`config.mk`:
```
export PLATFORM = sky130hd
export DESIGN_NAME = http_chunked_body_decoder_top
export DESIGN_NICKNAME = d
export VERILOG_FILES = /design/src/hw/rtl/chd_pkg.sv /design/src/hw/rtl/chd_front.sv /design/src/hw/rtl/chd_queue.sv /design/src/hw/rtl/chd_back.sv /design/src/hw/rtl/http_chunked_body_decoder_top.sv
export SDC_FILE = /design/constraint.sdc
export NUM_CORES = 1
export LEC_CHECK = 0
export ABC_AREA = 1
export BUFFER_PORTS_ARGS = -buffer_cell sky130_fd_sc_hd__buf_2
export CORE_AREA = 2 2 136 138
export DETAILED_ROUTE_END_ITERATION = 12
export DIE_AREA = 0 0 138 140
export GPL_TIMING_DRIVEN = 0
export SYNTH_ARGS = -nofsm -noshare
export SYNTH_HDL_FRONTEND = slang
export SYNTH_HIERARCHICAL = 1
export SYNTH_SLANG_ARGS = --single-unit
```
`constraint.sdc`:
```
create_clock -name clk_i -period 2.7 [get_ports clk_i]
set_clock_uncertainty 0.1 [all_clocks]
set_input_delay 0.135 -clock clk_i [delete_from_list [all_inputs] [get_ports clk_i]]
set_output_delay 0.135 -clock clk_i [all_outputs]
set_load 0.005 [all_outputs]
```
`src/hw/rtl/chd_pkg.sv`:
```
package chd_pkg;

  // Status codes reported with every result.
  localparam logic [1:0] ST_OK   = 2'd0;
  localparam logic [1:0] ST_BAD  = 2'd1;
  localparam logic [1:0] ST_LONG = 2'd2;

  // Line control characters.
  localparam logic [7:0] CH_CR = 8'h0D;
  localparam logic [7:0] CH_LF = 8'h0A;

  // Largest size value before the gathered size saturates.
  localparam logic [31:0] SIZE_SAT_LIMIT = 32'h0FFF_FFFF;

  // One classified byte as it travels from the front to the back.
  typedef struct packed {
    logic [7:0] data;
    logic       is_cr;
    logic       is_lf;
    logic       is_hex;
    logic [3:0] nib;
  } chd_item_t;

  // Queue status seen by the back end.
  typedef struct packed {
    logic      not_empty;
    chd_item_t head;
  } chd_q_stat_t;

endpackage

```
`src/hw/rtl/chd_front.sv`:
```
module chd_front import chd_pkg::*; (
  input  logic [7:0] in_byte_i,
  output chd_item_t  item_o
);

  // Classify the byte: line characters and hex digit value.
  always_comb begin
    item_o.data   = in_byte_i;
    item_o.is_cr  = (in_byte_i == CH_CR);
    item_o.is_lf  = (in_byte_i == CH_LF);
    item_o.is_hex = 1'b0;
    item_o.nib    = 4'd0;
    if (in_byte_i >= 8'h30 && in_byte_i <= 8'h39) begin
      item_o.is_hex = 1'b1;
      item_o.nib    = 4'(in_byte_i - 8'h30);
    end else if (in_byte_i >= 8'h41 && in_byte_i <= 8'h46) begin
      item_o.is_hex = 1'b1;
      item_o.nib    = 4'(in_byte_i - 8'h41 + 8'd10);
    end else if (in_byte_i >= 8'h61 && in_byte_i <= 8'h66) begin
      item_o.is_hex = 1'b1;
      item_o.nib    = 4'(in_byte_i - 8'h61 + 8'd10);
    end
  end

endmodule

```
`src/hw/rtl/chd_queue.sv`:
```
module chd_queue import chd_pkg::*; (
  input  logic        clk_i,
  input  logic        rst_ni,
  input  logic        push_i,
  input  chd_item_t   item_i,
  output logic        full_o,
  input  logic        pop_i,
  output chd_q_stat_t stat_o
);

  chd_item_t  mem_q [2];
  logic       wr_ptr_q, rd_ptr_q;
  logic [1:0] count_q, count_d;

  assign full_o           = (count_q == 2'd2);
  assign stat_o.not_empty = (count_q != 2'd0);
  assign stat_o.head      = mem_q[rd_ptr_q];

  // Occupancy follows pushes and pops.
  always_comb begin
    count_d = count_q;
    if (push_i && !pop_i) begin
      count_d = count_q + 2'd1;
    end else if (!push_i && pop_i) begin
      count_d = count_q - 2'd1;
    end
  end

  // Pointers and occupancy.
  always_ff @(posedge clk_i or negedge rst_ni) begin
    if (!rst_ni) begin
      wr_ptr_q <= 1'b0;
      rd_ptr_q <= 1'b0;
      count_q  <= 2'd0;
    end else begin
      if (push_i) wr_ptr_q <= ~wr_ptr_q;
      if (pop_i)  rd_ptr_q <= ~rd_ptr_q;
      count_q <= count_d;
    end
  end

  // Entry storage.
  always_ff @(posedge clk_i) begin
    if (push_i) begin
      mem_q[wr_ptr_q] <= item_i;
    end
  end

  a_count_max: assert property (@(posedge clk_i) disable iff (!rst_ni)
    count_q != 2'd3) else $error("queue occupancy out of range");
  a_no_pop_empty: assert property (@(posedge clk_i) disable iff (!rst_ni)
    pop_i |-> count_q != 2'd0) else $error("pop from empty queue");
  a_push_grows: assert property (@(posedge clk_i) disable iff (!rst_ni)
    (push_i && !pop_i) |=> count_q == $past(count_q) + 2'd1)
    else $error("queue occupancy did not grow on push");

endmodule

```
`src/hw/rtl/chd_back.sv`:
```
module chd_back import chd_pkg::*; #(
  parameter int MAX_SIZE_DIGITS = 8
) (
  input  logic        clk_i,
  input  logic        rst_ni,
  input  chd_q_stat_t stat_i,
  output logic        pop_o,
  output logic        res_valid_o,
  input  logic        res_stall_i,
  output logic [7:0]  out_byte_o,
  output logic        out_valid_o,
  output logic        body_done_o,
  output logic [1:0]  status_o
);

  localparam int LCW = $clog2(MAX_SIZE_DIGITS + 1);

  typedef enum logic [3:0] {
    PH_SIZE, PH_SIZE_LF, PH_DATA, PH_DATA_CR, PH_DATA_LF,
    PH_FIN_CR, PH_FIN_LF, PH_DONE, PH_FAIL
  } phase_e;

  phase_e          phase_q, phase_d;
  logic [31:0]     size_q, size_d;
  logic [LCW-1:0]  chars_q, chars_d;
  logic            stop_q, stop_d;
  logic [31:0]     left_q, left_d;
  logic [1:0]      err_q, err_d;
  logic            vld_d;

  logic            res_valid_q;
  logic [7:0]      out_byte_q;
  logic            out_valid_q;
  logic            done_q;
  logic [1:0]      status_q;

  chd_item_t       it;

  assign it    = stat_i.head;
  assign pop_o = stat_i.not_empty && (!res_valid_q || !res_stall_i);

  assign res_valid_o = res_valid_q;
  assign out_byte_o  = out_byte_q;
  assign out_valid_o = out_valid_q;
  assign body_done_o = done_q;
  assign status_o    = status_q;

  // One parser step for the byte at the head of the queue.
  always_comb begin
    phase_d = phase_q;
    size_d  = size_q;
    chars_d = chars_q;
    stop_d  = stop_q;
    left_d  = left_q;
    err_d   = err_q;
    vld_d   = 1'b0;
    unique case (phase_q)
      PH_SIZE: begin
        if (it.is_cr) begin
          phase_d = PH_SIZE_LF;
        end else if (chars_q >= LCW'(MAX_SIZE_DIGITS)) begin
          err_d   = ST_LONG;
          phase_d = PH_FAIL;
        end else begin
          chars_d = chars_q + LCW'(1);
          if (!stop_q && it.is_hex) begin
            if (size_q > SIZE_SAT_LIMIT) begin
              size_d = '1;
            end else begin
              size_d = {size_q[27:0], it.nib};
            end
          end else begin
            stop_d = 1'b1;
          end
        end
      end
      PH_SIZE_LF: begin
        if (!it.is_lf) begin
          err_d   = ST_BAD;
          phase_d = PH_FAIL;
        end else if (size_q == 32'd0) begin
          phase_d = PH_FIN_CR;
        end else begin
          left_d  = size_q;
          phase_d = PH_DATA;
        end
      end
      PH_DATA: begin
        vld_d = 1'b1;
        if (left_q != 32'd0) left_d = left_q - 32'd1;
        if (left_d == 32'd0) phase_d = PH_DATA_CR;
      end
      PH_DATA_CR: begin
        if (it.is_cr) begin
          phase_d = PH_DATA_LF;
        end else begin
          err_d   = ST_BAD;
          phase_d = PH_FAIL;
        end
      end
      PH_DATA_LF: begin
        if (it.is_lf) begin
          size_d  = 32'd0;
          chars_d = '0;
          stop_d  = 1'b0;
          phase_d = PH_SIZE;
        end else begin
          err_d   = ST_BAD;
          phase_d = PH_FAIL;
        end
      end
      PH_FIN_CR: begin
        if (it.is_cr) begin
          phase_d = PH_FIN_LF;
        end else begin
          err_d   = ST_BAD;
          phase_d = PH_FAIL;
        end
      end
      PH_FIN_LF: begin
        if (it.is_lf) begin
          phase_d = PH_DONE;
        end else begin
          err_d   = ST_BAD;
          phase_d = PH_FAIL;
        end
      end
      PH_DONE: ;
      PH_FAIL: ;
      default: phase_d = PH_FAIL;
    endcase
  end

  // Parser state and the output register.
  always_ff @(posedge clk_i or negedge rst_ni) begin
    if (!rst_ni) begin
      phase_q     <= PH_SIZE;
      size_q      <= 32'd0;
      chars_q     <= '0;
      stop_q      <= 1'b0;
      left_q      <= 32'd0;
      err_q       <= ST_OK;
      res_valid_q <= 1'b0;
      out_byte_q  <= 8'd0;
      out_valid_q <= 1'b0;
      done_q      <= 1'b0;
      status_q    <= ST_OK;
    end else begin
      if (pop_o) begin
        phase_q     <= phase_d;
        size_q      <= size_d;
        chars_q     <= chars_d;
        stop_q      <= stop_d;
        left_q      <= left_d;
        err_q       <= err_d;
        res_valid_q <= 1'b1;
        out_byte_q  <= vld_d ? it.data : 8'd0;
        out_valid_q <= vld_d;
        done_q      <= (phase_d == PH_DONE);
        status_q    <= err_d;
      end else if (!res_stall_i) begin
        res_valid_q <= 1'b0;
      end
    end
  end

  a_err_sticky: assert property (@(posedge clk_i) disable iff (!rst_ni)
    (err_q != ST_OK) |=> (err_q == $past(err_q)))
    else $error("error status changed after being set");
  a_done_no_err: assert property (@(posedge clk_i) disable iff (!rst_ni)
    !(done_q && status_q != ST_OK)) else $error("done together with an error");
  a_data_clean: assert property (@(posedge clk_i) disable iff (!rst_ni)
    out_valid_q |-> (status_q == ST_OK && !done_q))
    else $error("payload flagged outside body data");

endmodule

```
`src/hw/rtl/http_chunked_body_decoder_top.sv`:
```
// Chunked HTTP body decoder.
// Input channel: in_valid_i / in_stall_o carry one raw body byte (in_byte_i)
// per request. Output channel: res_valid_o / res_stall_i carry one result
// per input byte: out_byte_o and out_valid_o for payload bytes, body_done_o
// once the zero chunk and its final CR LF have arrived, and status_o
// (0 ok, 1 bad request, 2 size line too long).
// A request is taken at a rising edge with valid high and stall low.
// The front end classifies each byte into a two-entry queue; the back end
// runs the chunk parser one byte per cycle, while the receiver does not stall,
// into an output register. A taken byte is written into the queue and then
// popped through the parser into the output register. Throughput is one byte
// per cycle when not stalled, set by the single parser step per byte. When the
// receiver stalls, the result holds and the queue fills with up to two
// requests; in_stall_o then stays high until a result is taken.
// Reset empties the queue, clears the output register and returns the
// parser to the start of a size line with status ok.
// After done or an error, bytes are still taken and answered, and the
// status and done flag hold until reset.
module http_chunked_body_decoder_top import chd_pkg::*; #(
  parameter int MAX_SIZE_DIGITS = 8
) (
  input  logic       clk_i,
  input  logic       rst_ni,
  input  logic       in_valid_i,
  output logic       in_stall_o,
  input  logic [7:0] in_byte_i,
  output logic       res_valid_o,
  input  logic       res_stall_i,
  output logic [7:0] out_byte_o,
  output logic       out_valid_o,
  output logic       body_done_o,
  output logic [1:0] status_o
);

  chd_item_t   item;
  chd_q_stat_t q_stat;
  logic        q_full;
  logic        push;
  logic        pop;

  assign in_stall_o = q_full;
  assign push       = in_valid_i && !q_full;

  // Byte classification.
  chd_front u_front (
    .in_byte_i (in_byte_i),
    .item_o    (item)
  );

  // Decoupling queue between front and back.
  chd_queue u_queue (
    .clk_i  (clk_i),
    .rst_ni (rst_ni),
    .push_i (push),
    .item_i (item),
    .full_o (q_full),
    .pop_i  (pop),
    .stat_o (q_stat)
  );

  // Chunk parser and output register.
  chd_back #(
    .MAX_SIZE_DIGITS (MAX_SIZE_DIGITS)
  ) u_back (
    .clk_i       (clk_i),
    .rst_ni      (rst_ni),
    .stat_i      (q_stat),
    .pop_o       (pop),
    .res_valid_o (res_valid_o),
    .res_stall_i (res_stall_i),
    .out_byte_o  (out_byte_o),
    .out_valid_o (out_valid_o),
    .body_done_o (body_done_o),
    .status_o    (status_o)
  );

endmodule
```
# Word-level counts from Yosys, hierarchy flattened
# Memory sizes are Yosys's and may differ from the RTL's.
# Index checks and enable logic that the tools add are counted.
# word_totals
latchBits	0
register_bits	90
output_inout_bits	14
rom_bits	0
n_memories	1
in_bits	12
mem_bits_rw	30
# op_classes
div_mod_pow	0
magnitude_cmp	8
muxes	46
eq_ne	23
n_reduce_logical	32
shift	0
n_mul	0
bitwise_logic	2
add_sub_neg	9
# memory_table
memory	depth	word_bits	rd	rd_ports_with_merged_regs	wr	line	source
u_queue.mem_q	2	15	1	0	1	chd_queue.sv:11	chd_item_t mem_q [2];
# ops
cell	n
$mux 32	9
$pmux 32 s2	2
$logic_not 32->1	2
$mux 4	11
$gt 32x28->1 const B	1
$pmux 4 s8	1
$reduce_bool 32->1	1
$sub 32x1->32 const B	1
$eq 4x3->1 const B	5
$reduce_and 6->1	3
$eq 8x4->1 const B	2
$ge 8x7->1 const B	2
$le 8x7->1 const B	2
$mux 5	3
$mux 2	6
$ne 2x2->1 const B	6
$sub 4x1->4 const B	3
$ne 2x1->1 const B	5
$mux 1	9
$add 4x4->4 const B	2
$eq 4x2->1 const B	2
$ge 8x6->1 const B	1
$le 8x6->1 const B	1
$logic_and 1x1->1	8
other kinds (22)	32

# Longest topological paths before layout
# Gate-level depths: netlist (run 1).
# logic_depth
ltp_word	7
mapped_depth	18
ltp_nobuf	18

# Modules after synthesis
# Netlist (run 1), hierarchy kept.
# modules_own_cells
module	cells_per_inst	area_each_um2	instances
chd_back	772	5373.9	1
chd_queue	72	1341.3	1
chd_front	45	306.5	1
http_chunked_body_decoder_top	2	10.0	1

# Least setup slack after synthesis (run 1)
# OpenSTA, ideal clock, no wires.
# synth_timing
path_kind	reg2reg
from	register u_queue.rd_ptr_q
to	register u_back.size_q[10]
setup_slack_ns	0.615
required_ns	2.473
path_stages_with_launch	12
setup_ns	0.127
t_arrival_ns	1.859
cell_sequence	dfrtp_1 buf_6 buf_12 mux2_4 nand2_1 inv_1 nor2_1 nand4_2 a21oi_1 buf_4 buf_2 o21ai_1
# synth_lines
item	line	source
from (decl)	chd_queue.sv:12	logic wr_ptr_q, rd_ptr_q;
from (signal assigned)	chd_queue.sv:37	if (pop_i) rd_ptr_q <= ~rd_ptr_q;
to (signal assigned)	chd_back.sv:151	size_q <= size_d;
to (decl)	chd_back.sv:24	logic [31:0] size_q, size_d;

# Worst setup path in the final report (run 1)
# layout_timing
from	register u_back.left_q[6]
to	register u_back.phase_q[0]
# layout_between
elab_chain_len	6
elab_cells_between_ends	7
classes_between	add/sub (1); mux (4); reduce/logical (2)
# layout_lines
item	line	source
from (decl)	chd_back.sv:27	logic [31:0] left_q, left_d;
from (signal assigned)	chd_back.sv:154	left_q <= left_d;
$sub 32x1->32 or $reduce_bool 32->1 (tied branches)	chd_back.sv:90	if (left_q != 32'd0) left_d = left_q - 32'd1;
$mux 32 (*)	chd_back.sv:90	
$mux 32 (*)	chd_back.sv:57	unique case (phase_q)
$logic_not 32->1 (*)	chd_back.sv:91	if (left_d == 32'd0) phase_d = PH_DATA_CR;
$mux 4 (*)	chd_back.sv:91	
$pmux 4 s8 (*)	chd_back.sv:57	
to (signal assigned)	chd_back.sv:150	phase_q <= phase_d;
to (decl)	chd_back.sv:23	phase_e phase_q, phase_d;
# Every way passes the cells marked *; elsewhere a longest branch is shown, timed or not. The select of a mux whose other input is x is not followed.
# A chain may end at the register's enable or synchronous reset.

==> impl_metrics.prom, run 1 <==
# TYPE chip_impl_metric gauge
chip_impl_info{name="outcome",value="complete, no violations"} 1
chip_impl_metric{name="cts-htree-levels",unit=""} 4
chip_impl_metric{name="nNetsFinal",unit=""} 967
chip_impl_info{name="worst_setup_path_end_kind",value="flop"} 1
chip_impl_info{name="path_delay_family",value="simple AND/OR/NAND/NOR gates"} 1
chip_impl_metric{name="instances_no_fill",unit=""} 1189
chip_impl_metric{name="syn-num-nets",unit=""} 911
chip_impl_info{name="synth_top_area_cell",value="dfrtp_1"} 1
chip_impl_metric{name="antenna_cells_inserted",unit=""} 0
chip_impl_metric{name="layout_worst_path_cycle_share",unit="%"} 94.4
chip_impl_info{name="rsz0062_at_grt",value="false"} 1
chip_impl_metric{name="yosys.area.top_type_share",unit="%"} 32.0
chip_impl_metric{name="cpPeakStageDelay",unit="ns"} 0.45
chip_impl_metric{name="wire_length_of_the_first_global_routing_pass",unit="microns"} 30900
chip_impl_metric{name="die_area",unit="sq um"} 19300
chip_impl_metric{name="grt_antenna_before_repair",unit=""} 0
chip_impl_metric{name="detail_route.vias_per_cell",unit=""} 5.12
chip_impl_info{name="post-synth-top-count-cell",value="nand2_1"} 1
chip_impl_metric{name="post-route-min-period",unit="ns"} 2.55
chip_impl_metric{name="dieHeight",unit="microns"} 140
chip_impl_metric{name="dr.pass1.iters",unit=""} 5
chip_impl_metric{name="grt_pass1_vias",unit=""} 5924
chip_impl_metric{name="timing.fmax",unit="MHz"} 392
chip_impl_info{name="clk_root_buffer_cell",value="clkbuf_16"} 1
chip_impl_metric{name="synth-edff-count",unit=""} 30
chip_impl_info{name="cts_tree",value="yes"} 1
chip_impl_metric{name="cts.reportedPaths.clkPinSlew",unit="ns"} 0.06
chip_impl_metric{name="ys.warnings.count",unit=""} 6
chip_impl_info{name="yosys-top-cells-count",value="nand2_1, inv_1, nor2_1, dfrtp_1"} 1
chip_impl_metric{name="core_region_area",unit="sq um"} 17800
chip_impl_metric{name="post_synth.cell_area_avg",unit="sq um"} 7.89
chip_impl_metric{name="leakagePower",unit="nW"} 3.89
chip_impl_metric{name="total_placed_cells_including_tap_cells",unit=""} 1146
chip_impl_metric{name="cts.sinks",unit=""} 120
chip_impl_metric{name="slew_headroom",unit="%"} 15.2
chip_impl_metric{name="switchingPower",unit="mW"} 2.56
chip_impl_metric{name="drive_gt1_share",unit="%"} 15.0
chip_impl_metric{name="reg2reg_slack",unit="ns"} 0.15
chip_impl_info{name="path_cells",value="nor2_1 -> nand2_1 -> nor2_4 -> nand2_1 -> nor2_1 -> nand3_1 -> a21oi_1 -> nand3_1 -> nor2_1 -> nand2_1 -> nand2_1 -> nand2_1 -> nand2_1"} 1
chip_impl_metric{name="dpl_worst_slack",unit="ns"} -0.0323
chip_impl_metric{name="final-hold-violation-count",unit=""} 0
chip_impl_info{name="library_cell_contributing_the_largest_single_delay_on_the_critical_path",value="dfrtp_1"} 1
chip_impl_info{name="criticalPathCategory",value="flop to flop"} 1
chip_impl_metric{name="power_switching_share",unit="%"} 35.6
chip_impl_metric{name="cts_made_buffers",unit=""} 17
chip_impl_metric{name="nFillCells",unit=""} 1759
chip_impl_info{name="crit_path_start_kind",value="flop"} 1
chip_impl_metric{name="relative_contribution_of_sequential_cells_to_total_power",unit="%"} 39.6
chip_impl_metric{name="routed_wl",unit="microns"} 18600
chip_impl_metric{name="worstPathArrival",unit="ns"} 2.82
chip_impl_metric{name="postSynthCellCount",unit=""} 891
chip_impl_metric{name="postLayoutCoreUtil",unit="%"} 46.3
chip_impl_metric{name="fin_ws",unit="ns"} 0.151
chip_impl_metric{name="worst_ir_drop_vdd",unit="uV"} 520
chip_impl_info{name="min-delay-path-class",value="input pin to async pin"} 1
chip_impl_metric{name="seq_area_frac_synth",unit="%"} 44.8
chip_impl_metric{name="grt_usage",unit="%"} 20.2
chip_impl_metric{name="path_max_fanout",unit=""} 6
chip_impl_metric{name="finalSetupTns",unit="ns"} 0
chip_impl_metric{name="stdcell_area",unit="sq um"} 8220
chip_impl_metric{name="antenna_violating_nets_post_route",unit=""} 0
chip_impl_metric{name="asyncSetResetFlopFracSynth",unit="%"} 75.0
chip_impl_metric{name="std_cell_rows",unit=""} 49
chip_impl_metric{name="power_density_over_the_cells",unit="nW/um^2"} 874
chip_impl_metric{name="timing.critical_path.required",unit="ns"} 2.97
chip_impl_metric{name="clockPowerShare",unit="%"} 33.2
chip_impl_metric{name="finalWeightedCongestion",unit=""} 0.966
chip_impl_info{name="dominantRegCellSynth",value="dfrtp_1"} 1
chip_impl_metric{name="worst_slew_pin_slew",unit="ns"} 1.27
chip_impl_metric{name="start_util",unit="%"} 39.5
chip_impl_metric{name="ys_seq_elements",unit=""} 120
chip_impl_metric{name="p_int",unit="mW"} 4.63
chip_impl_metric{name="drt_iter0_markers",unit=""} 443
chip_impl_metric{name="ioPinCount",unit=""} 26
chip_impl_metric{name="clock_insertion_delay_at_the_later_pin_of_the_skew_report",unit="ns"} 0.43
chip_impl_metric{name="critical_path_buf_inv_count",unit=""} 0
chip_impl_metric{name="hpwlAfterDp",unit="microns"} 13700
chip_impl_metric{name="max-clock-path-buffers",unit=""} 2
chip_impl_metric{name="number_of_vias_after_detailed_routing",unit=""} 6088
chip_impl_metric{name="timing.final.setup_violations",unit=""} 0
chip_impl_metric{name="cts.repair_timing.setup_buffer_count",unit=""} 0
chip_impl_metric{name="grt-ovfl-total",unit=""} 0
chip_impl_info{name="synthTopCellsByArea",value="dfrtp_1, edfxtp_1, nand2_1"} 1
chip_impl_metric{name="dpl-instance-area",unit="sq um"} 7470
chip_impl_info{name="cp_common_cell",value="nand2_1"} 1
chip_impl_metric{name="combinationalPowerShare",unit="%"} 27.3
chip_impl_metric{name="syn_to_final_growth",unit="%"} 17.0
chip_impl_metric{name="finalMaxSlewViolations",unit=""} 0
chip_impl_metric{name="maxCapViolations",unit=""} 0
chip_impl_metric{name="netlist_cell_types",unit=""} 47
chip_impl_metric{name="synth.cell_area",unit="sq um"} 7030
chip_impl_metric{name="drt_drc_violations_left",unit=""} 0
chip_impl_metric{name="dieWidth",unit="microns"} 138
chip_impl_metric{name="place.port_buffers",unit=""} 25
chip_impl_metric{name="grt_start_max_net_pins",unit=""} 58
chip_impl_metric{name="wire_per_inst",unit="microns"} 15.7
per-stage QoR:
| stage | power [mW] | hold slack, ns |
|---|---|---|
| 2_1_floorplan | 4.21 | -0.261 |
| 3_3_place_gp | 4.74 | 0.273 |
| 3_5_place_dp | 4.79 | 0.0454 |
| 4_1_cts | 7.23 | 0.138 |
| 5_1_grt | 7.66 | 0.195 |
| 6_report | 7.19 | 0.129 |
kinds of logic after synthesis:
group / synth area share, %
xor gates and xnor gates: 1.12
and+or+nand+nor: 27.0
AOI/OAI and AO/OA: 13.1
DFF: 44.8
adders and majority gates: 1.42
buffers and inverters: 9.48
muxes: 3.02
flip-flops by register name, summed over array words and instances, names as in the netlist:
| register | count |
|---|---|
| u_back/chars_q | 4 |
| u_back/out_byte_o | 8 |
| u_back/out_valid_o | 1 |
| u_back/phase_q | 4 |
| u_queue/count_q | 2 |
| u_queue/wr_ptr_q | 1 |
| u_back/stop_q | 1 |
| u_queue/rd_ptr_q | 1 |
| u_back/res_valid_o | 1 |
| u_back/status_o | 2 |
| u_queue/mem_q | 30 |
| u_back/body_done_o | 1 |
| u_back/size_q | 32 |
| u_back/left_q | 32 |
layout by cell type, fill, tap and decap left out, drive strengths merged, types with 4 or more instances in the layout:
cell type / n
a21oi: 11
a31oi: 4
buf: 49
clkbuf: 36
clkinv: 4
dfrtp: 90
dlygate4sd3: 11
edfxtp: 30
ha: 8
inv: 113
mux2: 15
nand2: 238
nand3: 39
nand4: 13
nor2: 116
nor3: 9
o211ai: 34
o21ai: 112
xor2: 8
power groups by stage:
stage               registers (mW)  clock network [mW]  logic (mW)
finish                        2.84                2.38        1.96
global route                  2.90                2.51        2.24
CTS                           2.84                2.44        1.95
detailed placement            2.86                   0        1.93
global placement              2.85                   0        1.88
floorplan                     2.72                   0        1.49
final cells by class:
class | instances | area (sq um) | area share, %
clock inverters | 15 | 193 | 2.34
multi-input cells | 621 | 3230 | 39.2
inverters | 108 | 405 | 4.93
flip-flops and latches | 120 | 3150 | 38.3
repair buffers | 37 | 265 | 3.23
plain buffers | 42 | 269 | 3.27
well taps | 229 | 287 | 3.48
clock buffers | 17 | 425 | 5.17
timing repair:
item	CTS	global route
gates resized for setup	1	14
setup endpoints to repair	1	33
hold buffers	11	0
hold endpoints to repair	51	0
worst register-to-register path, cell delays in order (launching register included):
cell     delay, ns
dfrtp_1       0.45
nor2_1        0.23
nand2_1       0.15
nor2_4        0.26
nand2_1       0.20
nor2_1        0.28
nand3_1       0.14
a21oi_1       0.16
nand3_1       0.08
nor2_1        0.15
nand2_1       0.09
nand2_1       0.07
nand2_1       0.05
nand2_1       0.07
final timing paths:
kind,from,cells past startpoint,endpoint
worst min register to register,u_queue/count_q[1],2,u_queue/count_q[1]
min in group clk_i,res_stall_i,4,u_back/res_valid_o
worst min-delay path,rst_ni,2,u_back/left_q[30]
max in group asynchronous,rst_ni,3,u_back/size_q[16]
worst max-delay path,u_back/left_q[6],13,u_back/phase_q[0]
worst max register to register,u_back/left_q[6],13,u_back/phase_q[0]
layer usage:
layer,vias to the layer above,track usage (%),wire [microns]
li1,3022,-,-
met1,2891,26.8,8510
met2,151,33.3,8920
met3,24,3.83,842
met4,0,6.82,337
met5,-,0,0
No activity file was read; power rests on OpenSTA's default activity.
==> run 2: changes to the inputs <==
--- a/config.mk
+++ b/config.mk
@@ -7,6 +7,7 @@
 export LEC_CHECK = 0
 export ABC_AREA = 1
 export BUFFER_PORTS_ARGS = -buffer_cell sky130_fd_sc_hd__buf_2
+export CAP_MARGIN = 20
 export CORE_AREA = 2 2 136 138
 export DETAILED_ROUTE_END_ITERATION = 12
 export DIE_AREA = 0 0 138 140
==> constraint.sdc (replaced) <==
create_clock -name clk_i -period 3.2 [get_ports clk_i]
set_clock_uncertainty 0.1 [all_clocks]
set_input_delay 0.16 -clock clk_i [delete_from_list [all_inputs] [get_ports clk_i]]
set_output_delay 0.16 -clock clk_i [all_outputs]
set_load 0.005 [all_outputs]
==> impl_metrics.prom, run 2 (same netlist as run 1, synthesis figures left out) <==
# TYPE chip_impl_metric gauge
chip_impl_info{name="outcome",value="complete, no violations"} 1
chip_impl_metric{name="die_area",unit="sq um"} 19300
chip_impl_metric{name="dieWidth",unit="microns"} 138
chip_impl_metric{name="stdcell_area",unit="sq um"} 8120
chip_impl_metric{name="finalSetupTns",unit="ns"} 0
chip_impl_metric{name="start_util",unit="%"} 39.5
chip_impl_info{name="layout.cells.most_common",value="nand2_1"} 1
chip_impl_metric{name="nNetsFinal",unit=""} 964
chip_impl_metric{name="hpwlAfterDp",unit="microns"} 13700
chip_impl_metric{name="worst_slew_pin_slew",unit="ns"} 0.619
chip_impl_metric{name="reg2reg_slack",unit="ns"} 0.44
chip_impl_info{name="worst_setup_path_end_kind",value="flop"} 1
chip_impl_metric{name="std_cell_rows",unit=""} 49
chip_impl_info{name="rsz0062_at_grt",value="false"} 1
chip_impl_metric{name="layout_worst_path_cycle_share",unit="%"} 86.2
chip_impl_metric{name="drt_drc_violations_left",unit=""} 0
chip_impl_info{name="most-common-layout-cells",value="nand2_1, inv_1, nor2_1"} 1
chip_impl_metric{name="postLayoutCoreUtil",unit="%"} 45.7
chip_impl_metric{name="slew_headroom",unit="%"} 58.7
chip_impl_metric{name="drive_gt1_share",unit="%"} 14.3
chip_impl_info{name="crit_path_start_kind",value="flop"} 1
chip_impl_metric{name="cts.sinks",unit=""} 120
chip_impl_metric{name="syn_to_final_growth",unit="%"} 15.5
chip_impl_metric{name="grt_usage",unit="%"} 19.9
chip_impl_metric{name="cts.repair_timing.setup_buffer_count",unit=""} 0
chip_impl_metric{name="finalMaxSlewViolations",unit=""} 0
chip_impl_metric{name="maxCapViolations",unit=""} 0
chip_impl_metric{name="number_of_vias_after_detailed_routing",unit=""} 6052
chip_impl_metric{name="rr_worst_depth",unit=""} 16
chip_impl_metric{name="grt_antenna_before_repair",unit=""} 0
chip_impl_metric{name="finalWeightedCongestion",unit=""} 0.966
chip_impl_metric{name="antenna_violating_nets_post_route",unit=""} 0
chip_impl_metric{name="drt_iter0_markers",unit=""} 407
chip_impl_metric{name="dpl-instance-area",unit="sq um"} 7480
chip_impl_info{name="clk_root_buffer_cell",value="clkbuf_16"} 1
chip_impl_info{name="reg_top3",value="u_back/left_q x32, u_back/size_q x32, u_queue/mem_q x30"} 1
chip_impl_metric{name="power_density_over_the_cells",unit="nW/um^2"} 724
chip_impl_metric{name="post-route-min-period",unit="ns"} 2.76
chip_impl_metric{name="cts_made_buffers",unit=""} 17
chip_impl_metric{name="final-hold-violation-count",unit=""} 0
chip_impl_metric{name="timing.critical_path.required",unit="ns"} 3.46
chip_impl_info{name="criticalPathCategory",value="flop to flop"} 1
chip_impl_metric{name="timing.final.setup_violations",unit=""} 0
chip_impl_metric{name="wire_length_of_the_first_global_routing_pass",unit="microns"} 30500
chip_impl_metric{name="wire_per_inst",unit="microns"} 15.6
chip_impl_metric{name="worstPathArrival",unit="ns"} 3.02
chip_impl_metric{name="grt_start_max_net_pins",unit=""} 58
chip_impl_metric{name="cts-htree-levels",unit=""} 4
chip_impl_metric{name="dieHeight",unit="microns"} 140
chip_impl_metric{name="antenna_cells_inserted",unit=""} 0
chip_impl_metric{name="leakagePower",unit="nW"} 3.83
chip_impl_metric{name="max-clock-path-buffers",unit=""} 2
chip_impl_info{name="cts_tree",value="yes"} 1
chip_impl_metric{name="dr.pass1.iters",unit=""} 6
chip_impl_metric{name="path_max_fanout",unit=""} 5
chip_impl_metric{name="cts.reportedPaths.clkPinSlew",unit="ns"} 0.06
chip_impl_info{name="worstReg2RegEnd",value="u_back/phase_q[0]"} 1
chip_impl_info{name="timing.rr.start",value="u_back/left_q[0]"} 1
chip_impl_metric{name="min_path_cells",unit=""} 2
chip_impl_metric{name="routed-wl-met2",unit="microns"} 8790
chip_impl_info{name="hp-start",value="in_byte_i[2]"} 1
chip_impl_metric{name="cts_repair_resized_insts",unit=""} 0
chip_impl_metric{name="met3_wirelength",unit="microns"} 821
chip_impl_metric{name="clock_insertion_delay_at_the_later_pin_of_the_skew_report",unit="ns"} 0.42
chip_impl_metric{name="ioPinCount",unit=""} 26
chip_impl_info{name="top_signal_layer_used",value="met4"} 1
chip_impl_info{name="min-delay-path-class",value="input pin to flop"} 1
chip_impl_metric{name="worst_hold_slack",unit="ns"} 0.0283
chip_impl_metric{name="place.port_buffers",unit=""} 25
chip_impl_metric{name="core_region_area",unit="sq um"} 17800
chip_impl_metric{name="timing.fmax",unit="MHz"} 362
chip_impl_metric{name="drt-met1-wl",unit="microns"} 8490
chip_impl_metric{name="detail_route.vias_per_cell",unit=""} 5.10
chip_impl_metric{name="worst_ir_drop_vdd",unit="uV"} 357
chip_impl_info{name="hold_end",value="u_queue/mem_q[1][9]"} 1
chip_impl_metric{name="grt-ovfl-total",unit=""} 0
chip_impl_metric{name="grt_pass1_vias",unit=""} 5860
chip_impl_metric{name="fin_ws",unit="ns"} 0.441
chip_impl_metric{name="cts_hold_buf",unit=""} 7
chip_impl_metric{name="routed_wl",unit="microns"} 18500
chip_impl_metric{name="dpl_worst_slack",unit="ns"} 0.484
==> run 2: cell count changes in the layout (fill, tap and decap cells not counted), sizes merged <==
cell         delta
clkinvlp        +1
dlygate4sd3     -4
clkinv          +1
buf             +1
bufinv          -2
==> run 2: metrics by stage <==
stage / total power, mW / instances
after CTS: 5.92 / 1186
after global placement: 4.00 / 1145
final: 5.87 / 1186
after floorplan: 3.55 / 891
after global routing: 6.29 / 1186
after detailed placement: 4.04 / 1147
==> run 2: layer usage <==
layer | track usage [%] | vias up
li1 | - | 3011
met1 | 26.1 | 2869
met2 | 32.6 | 148
met3 | 4.44 | 24
met4 | 7.14 | 0
met5 | 0 | -
==> run 2: worst max path at each step <==
stage	from	end	cells after the start
floorplan	u_queue/rd_ptr_q	u_back/size_q[10]	11
global placement	u_back/left_q[0]	u_back/phase_q[0]	16
detailed placement	u_back/left_q[0]	u_back/phase_q[0]	16
CTS	u_back/left_q[0]	u_back/phase_q[0]	16
global route	u_queue/count_q[0]	u_back/left_q[30]	10
finish	u_back/left_q[0]	u_back/phase_q[0]	16
==> run 2: power breakdown <==
group          switching, mW  internal [mW]
combinational          0.989          0.642
sequential             0.389           2.01
clock                  0.764           1.08
==> run 2: layout make-up <==
cell class                 count  area (sq um)
clock inverter                15           143
inverter                     108           405
timing repair buffer          34           233
sequential                   120          3150
buffer                        42           262
tap                          229           287
clock buffer                  17           425
fill                        1805          9660
multi-input combinational    621          3210
==> run 2: worst max-delay path, cell delays in order, from the launching register on <==
cell     delay (ns)
dfrtp_1        0.37
inv_1          0.13
ha_1           0.36
nand2_4        0.12
nor2_1         0.40
nand2_1        0.23
o21ai_0        0.20
nand2_1        0.09
nand2_1        0.08
nand2_1        0.07
nor2_1         0.12
nand2_1        0.10
nor2_1         0.09
nand2_1        0.08
nand2_1        0.06
nand2_1        0.04
nand2_1        0.07
